### src/hdl/lvc_pkg.sv
package lvc_pkg;

	localparam int ENTRIES_DEF  = 8;
	localparam int TAG_BITS_DEF = 32;
	localparam int SET_BITS_DEF = 10;

	typedef enum logic [1:0] {
		OUT_MISS_CLEAN = 2'd0,
		OUT_MISS_DIRTY = 2'd1,
		OUT_HIT_CLEAN  = 2'd2,
		OUT_HIT_DIRTY  = 2'd3
	} outcome_t;

endpackage

### src/hdl/lvc_cell.sv
module lvc_cell #(
	parameter int TAG_BITS = lvc_pkg::TAG_BITS_DEF,
	parameter int SET_BITS = lvc_pkg::SET_BITS_DEF,
	localparam int ENT_W = TAG_BITS + SET_BITS + 2
) (
	input  logic             clk,
	input  logic             arst_n,
	input  logic             upd,
	input  logic [TAG_BITS-1:0] lookup_tag,
	input  logic [SET_BITS-1:0] lookup_set,
	input  logic [ENT_W-1:0] prev_ent,
	input  logic             found_in,
	input  logic [ENT_W-1:0] vic_in,
	output logic [ENT_W-1:0] cur_ent,
	output logic             found_out,
	output logic [ENT_W-1:0] vic_out
);

	// entry layout: {valid, dirty, set, tag}
	logic [ENT_W-1:0] ent_q;
	logic             match;

	assign match = ent_q[ENT_W-1]
		&& (ent_q[TAG_BITS-1:0] == lookup_tag)
		&& (ent_q[TAG_BITS +: SET_BITS] == lookup_set);

	assign found_out = found_in | match;
	assign vic_out   = (match && !found_in) ? ent_q : vic_in;
	assign cur_ent   = ent_q;

	// cells up to and including the chosen one move one place toward lru
	always_ff @(posedge clk or negedge arst_n) begin
		if (!arst_n) begin
			ent_q <= '0;
		end else if (upd && !found_in) begin
			ent_q <= prev_ent;
		end
	end

endmodule

### src/hdl/lru_victim_cache.sv
// channel | signals                                        | role
// in      | in_valid, in_ready, lookup_*, fill_*           | request word
// out     | out_valid, out_ready, outcome, writeback_*     | result word
//
// one request per cycle while in_ready is high; its result word appears in the
// output register on the next cycle (a single compare-and-shift pass through
// the cell row, cell 0 most recent, last cell least recent)
// after reset all entries are invalid; no clearing pass is needed
// a stalled result word holds; a new request is taken while the output
// register is empty or out_ready is high, so in_ready drops only while a
// result word waits with out_ready low
module lru_victim_cache #(
	parameter int ENTRIES  = lvc_pkg::ENTRIES_DEF,
	parameter int TAG_BITS = lvc_pkg::TAG_BITS_DEF,
	parameter int SET_BITS = lvc_pkg::SET_BITS_DEF
) (
	input  logic                clk,
	input  logic                arst_n,
	input  logic                in_valid,
	output logic                in_ready,
	input  logic [TAG_BITS-1:0] lookup_tag,
	input  logic [SET_BITS-1:0] lookup_set,
	input  logic [TAG_BITS-1:0] fill_tag,
	input  logic [SET_BITS-1:0] fill_set,
	input  logic                fill_dirty,
	output logic                out_valid,
	input  logic                out_ready,
	output logic [1:0]          outcome,
	output logic                writeback_valid,
	output logic [TAG_BITS-1:0] writeback_tag,
	output logic [SET_BITS-1:0] writeback_set
);

	localparam int ENT_W = TAG_BITS + SET_BITS + 2;

	logic                upd;
	logic [ENT_W-1:0]    fill_ent;
	logic [ENT_W-1:0]    cur_ent [ENTRIES];
	logic [ENT_W-1:0]    vic     [ENTRIES+1];
	logic                found   [ENTRIES+1];
	logic                hit;
	logic [ENT_W-1:0]    victim;
	logic                wb;
	lvc_pkg::outcome_t   outcome_d;

	logic                out_valid_q;
	logic [1:0]          outcome_q;
	logic                wb_valid_q;
	logic [TAG_BITS-1:0] wb_tag_q;
	logic [SET_BITS-1:0] wb_set_q;

	assign in_ready = !out_valid_q || out_ready;
	assign upd      = in_valid && in_ready;
	assign fill_ent = {1'b1, fill_dirty, fill_set, fill_tag};

	assign found[0] = 1'b0;
	assign vic[0]   = '0;

	for (genvar i = 0; i < ENTRIES; i++) begin : g_cell
		lvc_cell #(
			.TAG_BITS(TAG_BITS),
			.SET_BITS(SET_BITS)
		) u_cell (
			.clk       (clk),
			.arst_n    (arst_n),
			.upd       (upd),
			.lookup_tag(lookup_tag),
			.lookup_set(lookup_set),
			.prev_ent  ((i == 0) ? fill_ent : cur_ent[(i == 0) ? 0 : i-1]),
			.found_in  (found[i]),
			.vic_in    (vic[i]),
			.cur_ent   (cur_ent[i]),
			.found_out (found[i+1]),
			.vic_out   (vic[i+1])
		);
	end

	// on a miss the least recent cell is displaced
	assign hit    = found[ENTRIES];
	assign victim = hit ? vic[ENTRIES] : cur_ent[ENTRIES-1];
	assign wb     = victim[ENT_W-1] & victim[ENT_W-2];

	always_comb begin
		unique case ({hit, wb})
			2'b00:   outcome_d = lvc_pkg::OUT_MISS_CLEAN;
			2'b01:   outcome_d = lvc_pkg::OUT_MISS_DIRTY;
			2'b10:   outcome_d = lvc_pkg::OUT_HIT_CLEAN;
			default: outcome_d = lvc_pkg::OUT_HIT_DIRTY;
		endcase
	end

	always_ff @(posedge clk or negedge arst_n) begin
		if (!arst_n) begin
			out_valid_q <= 1'b0;
		end else if (upd) begin
			out_valid_q <= 1'b1;
		end else if (out_ready) begin
			out_valid_q <= 1'b0;
		end
	end

	always_ff @(posedge clk) begin
		if (upd) begin
			outcome_q  <= outcome_d;
			wb_valid_q <= wb;
			wb_tag_q   <= wb ? victim[TAG_BITS-1:0] : '0;
			wb_set_q   <= wb ? victim[TAG_BITS +: SET_BITS] : '0;
		end
	end

	assign out_valid       = out_valid_q;
	assign outcome         = outcome_q;
	assign writeback_valid = wb_valid_q;
	assign writeback_tag   = wb_tag_q;
	assign writeback_set   = wb_set_q;

endmodule

### config.mk
export PLATFORM = sky130hd
export DESIGN_NAME = lru_victim_cache
export DESIGN_NICKNAME = d
export VERILOG_FILES = /design/src/hdl/lvc_pkg.sv /design/src/hdl/lvc_cell.sv /design/src/hdl/lru_victim_cache.sv
export SDC_FILE = /design/constraint.sdc
export NUM_CORES = 1
export LEC_CHECK = 0
export ABC_AREA = 1
export ABC_CLOCK_PERIOD_IN_PS = 4400
export BUFFER_PORTS_ARGS = -buffer_cell sky130_fd_sc_hd__buf_4
export CORE_MARGIN = 10
export CORE_UTILIZATION = 30
export DETAILED_ROUTE_END_ITERATION = 16
export GPL_TIMING_DRIVEN = 0
export PLACE_DENSITY = 0.5
export SYNTH_ARGS = -nofsm -noshare
export SYNTH_HDL_FRONTEND = slang
export SYNTH_SLANG_ARGS = --single-unit
### constraint.sdc
create_clock -name clk -period 4.4 [get_ports clk]
set_clock_uncertainty 0.1 [all_clocks]
set_input_delay 0.44 -clock clk [delete_from_list [all_inputs] [get_ports clk]]
set_output_delay 0.44 -clock clk [all_outputs]
set_load 0.05 [all_outputs]
==> results of run 1 <==
## cells by family after synthesis
logic type | after synthesis
AND/OR/NAND/NOR | 1400
flip-flops | 398
XOR/XNOR | 78
buffers and inverters | 540
AO/OA/AOI/OAI | 635
multiplexers | 4
## cell usage in the layout (no fill, tap or decap), drive strengths merged
cell / netlist / routed
nand2: 934 / 934
o21ai: 467 / 467
inv: 368 / 369
dfrtp: 353 / 353
nor2: 251 / 251
clkbuf: 101 / 173
buf: 71 / 173
nand4: 112 / 112
o22ai: 81 / 81
a21oi: 79 / 79
nand3: 68 / 68
edfxtp: 45 / 45
xor2: 44 / 44
dlygate4sd3: 0 / 44
xnor2: 34 / 34
nor3: 20 / 20
clkinv: 0 / 14
nor4: 9 / 9
bufinv: 0 / 5
o2111ai: 4 / 4
mux2: 4 / 4
diode: 0 / 2
nand3b: 2 / 2
a221oi: 2 / 2
or2: 2 / 2
and3: 1 / 1
nor4b: 1 / 1
a2111oi: 1 / 1
a31o: 1 / 1
## metal layers
metal	wire, um	vias up
met2	53000	1210
li1	-	10300
met3	8810	272
met4	7890	0
met5	0	-
met1	50800	10800
## final timing paths
check                      depth (start not counted)                           end                          from  slack, ps
max                                               17              writeback_tag[0]                lookup_tag[26]        110
min                                                4                     out_valid                     out_ready         30
max reg2reg                                       14             writeback_tag[20]  g_cell[5].u_cell.cur_ent[27]        290
min reg2reg                                        2  g_cell[2].u_cell.cur_ent[43]  g_cell[2].u_cell.cur_ent[43]        400
max in group asynchronous                          3  g_cell[7].u_cell.cur_ent[18]                        arst_n       2930
min in group asynchronous                          2  g_cell[0].u_cell.cur_ent[32]                        arst_n        280
## timing repair
action | 4_1_cts | 5_1_grt
endpoints found under the setup margin | 0 | 0
hold buffers | 44 | 0
hold endpoints to repair | 106 | 0
## worst max-delay path, stage by stage
cell,delay (ps)
buf_2,480
inv_2,400
o22ai_1,430
nor2_1,70
nand2_1,90
nor2_1,40
nand2_1,60
nor2_1,50
nand2_1,360
inv_2,270
nor2_2,590
nand2_1,230
nor2_1,150
nor2_1,60
nand2_1,310
buf_2,360
nor2_1,90
## final cells by class
class	instances	share of cell area, %
well taps	959	4.56
flip-flops and latches	398	38.7
inverters	368	5.25
repair buffers	146	4.92
clock inverters	20	0.842
plain buffers	172	2.89
clock buffers	72	5.49
multi-input cells	2117	37.3
diodes	2	0.0190
## registers in the layout, summed over array words and instances, names as in the netlist
register and flops:
g_cell.u_cell.cur_ent 352, out_valid 1, outcome 2, writeback_set 10, writeback_tag 32, writeback_valid 1
## stage by stage
stage | worst slack, ps | power (mW) | TNS, ps | std cells
finish | 113 | 12.9 | 0 | 4254
global route | 132 | 13.4 | 0 | 4252
CTS | 286 | 12.8 | 0 | 4252
detailed placement | -329 | 8.48 | -15410 | 4116
global placement | -996 | 8.45 | -387020 | 4112
floorplan | 679 | 6.85 | 0 | 3055
## synth_stat cells
master / n / area (um^2)
a221oi_1: 2 / 17.5
buf_2: 64 / 320
or2_0: 1 / 6.26
nor3_4: 1 / 16.3
buf_6: 1 / 11.3
nand4_1: 112 / 701
o2111ai_1: 4 / 35.0
o21ai_1: 62 / 310
o21ai_0: 405 / 2030
nor2_2: 3 / 18.8
nor2_8: 1 / 20.0
and3_1: 1 / 6.26
inv_2: 40 / 150
xnor2_1: 34 / 298
xor2_1: 44 / 385
mux2_2: 4 / 45.0
nor4b_1: 1 / 8.76
a31o_2: 1 / 8.76
nand2_4: 1 / 11.3
buf_4: 6 / 45.0
clkbuf_1: 101 / 379
nand2_2: 3 / 18.8
nor4_1: 9 / 56.3
nand3_1: 66 / 330
inv_1: 328 / 1230
nor2_1: 247 / 927
nand2_1: 930 / 3490
dfrtp_1: 353 / 8830
o22ai_1: 81 / 507
nand3b_1: 2 / 15.0
nand3_2: 2 / 20.0
a2111oi_0: 1 / 8.76
a21oi_2: 10 / 87.6
or2_2: 1 / 6.26
nor3_1: 19 / 95.1
edfxtp_1: 45 / 1350
a21oi_1: 69 / 345
## power groups by stage
stage / clock [mW] / combinational, mW / sequential (mW)
2_1_floorplan: 0 / 1.70 / 5.15
3_3_place_gp: 0 / 2.97 / 5.48
3_5_place_dp: 0 / 3.01 / 5.47
4_1_cts: 4.35 / 3.05 / 5.42
5_1_grt: 4.50 / 3.33 / 5.52
6_report: 4.33 / 3.08 / 5.47
==> out/results.ini, run 1 <==
[route]
wl_per_cell_um=28.3
antenna_left=0
drt-total-wl_mm=121
drtIter0Drc=2678
route.detailed.drc=0
first_pass_iters=6
vias=22600
viasPerCell=5.31

[logic_synthesis]
synth_xor_area_share_pct=3.08
syn_area_per_cell_um2=7.25
synthAdderAreaFrac_pct=0
synth_compound_area_share_pct=15.1
synth-seq-cells=398
yosysWarnings=0
synthDistinctLibCells=37
synth_top_family_by_area=simple AND/OR/NAND/NOR gates
synth_area_um2=22100
syn_inst=3055
syn_nets=3144
yosysSeqAreaShare_pct=46.0
synth.mux.area_fraction_pct=0.203
yosys.area_share.simple_pct=26.0

[cts]
cts_made_buffers=49
htree_levels=2
cts_root_buffer=clkbuf_16
clkLatencyLatePin_ps=620
cts_sinks=398
clock_path_buffers=3
path_clk_slew_ps=60
cts_tree=done
cts_resized=0
postCtsSetupBuffers=0

[place]
place.port_buffers=98
finalWeightedCongestion=1.01
placed_cell_area_um2=24200
place.detailed.hpwl_mm=97.5

[setup_path]
cp-start-kind=input port
crit_path_end_kind=flip-flop
worstPathMaxFanout=10
cp.required_ps=4650
crit_type=in2reg
cp_data_arrival_time_ps=4540

[grt]
use_met1_pct=36.9
use_met2_pct=42.2
grt_pass1_vias=21600
grt_pass1_wl_mm=167
grt_overflow=0
antenna_found_initial=1
use_met3_pct=3.26
grt-busiest-layer=met2
grt_use_total_pct=27.4
grt_max_degree=112

[power_and_ir_drop]
p_comb_share_pct=23.9
p_int_mw=7.95
power.density_nw_per_um2=490
swShare_pct=38.3
switchingPower_mw=4.94
p_seq_share_pct=42.4
peakVddDrop_mv=0.249
p_clk_share_pct=33.6
p_leak_nw=12.0

[die]
start_util_pct=30.3
row_count=99
die_w_um=292
core_area_um2=73100
die_height_um=292
die_area_um2=85100
ios=136

[sta]
period_needed_ps=4290
hold_slack_ps=25.6
grt_setup_unrepaired=no
tightestPinTransition_ps=939
max_freq_ghz=0.233
maxSlewViolCount=0
finalCritPeriodShare_pct=97.4
hold_viol_final=0
setup_viol=0
timing.slew.headroom_pct=36.7

[outcome]
outcome=finished, final reports clean

[cells_and_area]
fillers=7996
seqCellArea_um2=10200
drive_above_1_share_pct=9.57
syn2layout_area_growth_pct=18.8
finish.utilization_pct=36.0
multiInputGateArea_um2=9820
final_area_um2=26300
fin_nets=3341

[run]
max_cap_viol_count=0

[min_path]
hold_path.class=in2reg

Note: power is estimated with default switching activity, not from simulation.
==> inputs of run 2 (changes only) <==
--- a/config.mk
+++ b/config.mk
@@ -8,11 +8,13 @@
 export ABC_AREA = 1
 export ABC_CLOCK_PERIOD_IN_PS = 4400
 export BUFFER_PORTS_ARGS = -buffer_cell sky130_fd_sc_hd__buf_4
+export CELL_PAD_IN_SITES_DETAIL_PLACEMENT = 0
+export CELL_PAD_IN_SITES_GLOBAL_PLACEMENT = 1
 export CORE_MARGIN = 10
 export CORE_UTILIZATION = 30
 export DETAILED_ROUTE_END_ITERATION = 16
 export GPL_TIMING_DRIVEN = 0
-export PLACE_DENSITY = 0.5
+export PLACE_DENSITY = 0.62
 export SYNTH_ARGS = -nofsm -noshare
 export SYNTH_HDL_FRONTEND = slang
 export SYNTH_SLANG_ARGS = --single-unit
==> run 2 against run 1 <==
  * Largest cell class unchanged
  * Worst hold slack improved by 150 ps
  * Die area unchanged
  * Sequential power rose by 1%
  * Total power up 2.7%
  * Critical path type is now reg2reg
==> out/results.ini, run 2 (synthesis results as in run 1) <==
[outcome]
outcome=finished, final reports clean

[power_and_ir_drop]
swShare_pct=38.8  ; +0.48 points
p_comb_share_pct=23.8  ; about the same
power.density_nw_per_um2=501  ; +2.3%
peakVddDrop_mv=0.271  ; +8.9%
p_total_mw=13.2  ; +2.7%
p_int_mw=8.10  ; +1.9%
p_clk_share_pct=34.3  ; +0.7 points
p_seq_share_pct=41.9  ; -0.5 points
p_leak_nw=12.1  ; +0.36%
switchingPower_mw=5.13  ; +4.0%

[setup_path]
cp.required_ps=4640  ; about the same
r2r_end=writeback_tag[20]
worstPathMaxFanout=10  ; unchanged
crit_path_end_kind=flip-flop
crit_type=reg2reg
cp_data_arrival_time_ps=4580  ; +40 ps
startpoint=g_cell[3].u_cell.cur_ent[6]
rr_worst_depth=15  ; +1
r2r_start=g_cell[3].u_cell.cur_ent[6]
rrSetupSlack_ps=70  ; -220 ps
endpoint=writeback_tag[20]
cp-start-kind=flip-flop

[cts]
cts_root_buffer=clkbuf_16
path_clk_slew_ps=60  ; about the same
htree_levels=2  ; unchanged
cts_sinks=398  ; unchanged
cts_made_buffers=52  ; +6.1%
clkLatencyLatePin_ps=630  ; about the same
cts_tree=done
postCtsSetupBuffers=0  ; unchanged
clock_path_buffers=3  ; unchanged

[cells_and_area]
syn2layout_area_growth_pct=19.2
finish.utilization_pct=36.1  ; +0.13 points
final_cell_mix=nand2_1 (930), o21ai_0 (405), dfrtp_1 (353)
drive_above_1_share_pct=9.67  ; +0.11 points
fin_nets=3345  ; +0.12%
seqCellArea_um2=10200  ; unchanged
largest_reg_flops=352  ; unchanged
multiInputGateArea_um2=9830  ; about the same
final_common_cell=nand2_1
fillers=7954  ; -0.53%
diodes=0  ; -2

[place]
finalWeightedCongestion=0.998  ; -1.6%
place.detailed.hpwl_mm=104  ; +6.5%
place.port_buffers=98  ; unchanged

[sta]
finalCritPeriodShare_pct=98.4  ; +1.0 points
maxSlewViolCount=0  ; unchanged
tightestPinTransition_ps=850  ; -88.5 ps
max_freq_ghz=0.231  ; -1.0%
setup_viol=0  ; unchanged
period_needed_ps=4330  ; +44.5 ps
grt_setup_unrepaired=no
timing.slew.headroom_pct=43.3  ; +6.6 points
hold_viol_final=0  ; unchanged

[grt]
grt_overflow=0  ; unchanged
grt_pass1_wl_mm=179  ; +7.3%
grt_use_total_pct=29.5  ; +2.1 points
antenna_found_initial=4  ; +3
grt_max_degree=114  ; +1.8%
grt_pass1_vias=22800  ; +5.6%

[min_path]
hold_path.class=in2async

[route]
wl_per_cell_um=30.3  ; +6.9%
drtIter0Drc=2473  ; -7.7%
route.detailed.drc=0  ; unchanged
viasPerCell=5.39  ; +1.5%
drt-total-wl_mm=129  ; +7.0%
first_pass_iters=6  ; unchanged
vias=22900  ; +1.6%
antenna_left=0  ; unchanged

[die]
start_util_pct=30.3  ; unchanged
core_area_um2=73100  ; unchanged
die_area_um2=85100  ; unchanged
row_count=99  ; unchanged
ios=136  ; unchanged
die_height_um=292  ; unchanged
die_w_um=292  ; unchanged

[run]
max_cap_viol_count=0  ; unchanged

==> run 2: worst min path at each step <==
stage | slack (ps) | end | from | cells past startpoint
finish | 180 | g_cell[0].u_cell.cur_ent[25] | arst_n | 2
global route | 220 | g_cell[0].u_cell.cur_ent[25] | arst_n | 2
CTS | 170 | g_cell[2].u_cell.cur_ent[37] | arst_n | 2
detailed placement | 250 | g_cell[0].u_cell.cur_ent[28] | arst_n | 1
global placement | 370 | g_cell[2].u_cell.cur_ent[43] | g_cell[2].u_cell.cur_ent[43] | 2
floorplan | 40 | g_cell[0].u_cell.cur_ent[0] | arst_n | 0
==> run 2: metrics by stage <==
stage	TNS [ps]	hold WS [ps]	cells	setup WS (ps)	cell area [um^2]
5_1_grt	0	219	4257	98.6	26400
3_5_place_dp	-22840	247	4116	-541	24200
2_1_floorplan	0	44.4	3055	679	22100
3_3_place_gp	-392870	371	4112	-1010	24100
6_report	0	180	4257	68.8	26400
4_1_cts	0	169	4257	97.0	26400
==> run 2: metal layers <==
layer  track usage (%)  up-vias  wire length [um]
li1                  -    10300                 -
met1              36.6    11200             51800
met2              47.8     1122             58900
met3              5.49      295              9800
met4              17.1        0              8570
met5                 0        -                 0
==> run 2: repair_timing <==
item | CTS | global route
hold buffers | 45 | 0
hold endpoints to repair | 81 | 0
endpoints found under the setup margin | 0 | 10
resized for setup | 0 | 1
==> run 2: cell type report <==
cell class	instances	share of cell area [%]
Inverter	368	5.23
Clock buffer	71	5.51
Sequential cell	398	38.6
Buffer	172	2.88
Multi-Input combinational cell	2117	37.2
Clock inverter	25	1.15
Tap cell	959	4.54
Timing Repair Buffer	147	4.91
==> run 2: power groups by stage <==
stage / combinational, mW / sequential [mW] / clock (mW)
CTS: 3.12 / 5.49 / 4.58
finish: 3.14 / 5.54 / 4.54
global placement: 3.04 / 5.54 / 0
detailed placement: 3.08 / 5.55 / 0
floorplan: 1.70 / 5.15 / 0
global route: 3.41 / 5.60 / 4.73
==> run 2: critical path, stage by stage, from the launching register on <==
cell and delay [ps]:
dfrtp_1 440, xor2_1 230, nor3_1 560, nand2_1 110, nor2_1 320, nand3_1 200, clkbuf_1 400, nor2_1 200
nor2_1 60, nand2_1 80, nand2_1 80, nand2_1 180, nand2_1 80, nand2_1 390, buf_2 510, nor2_1 90
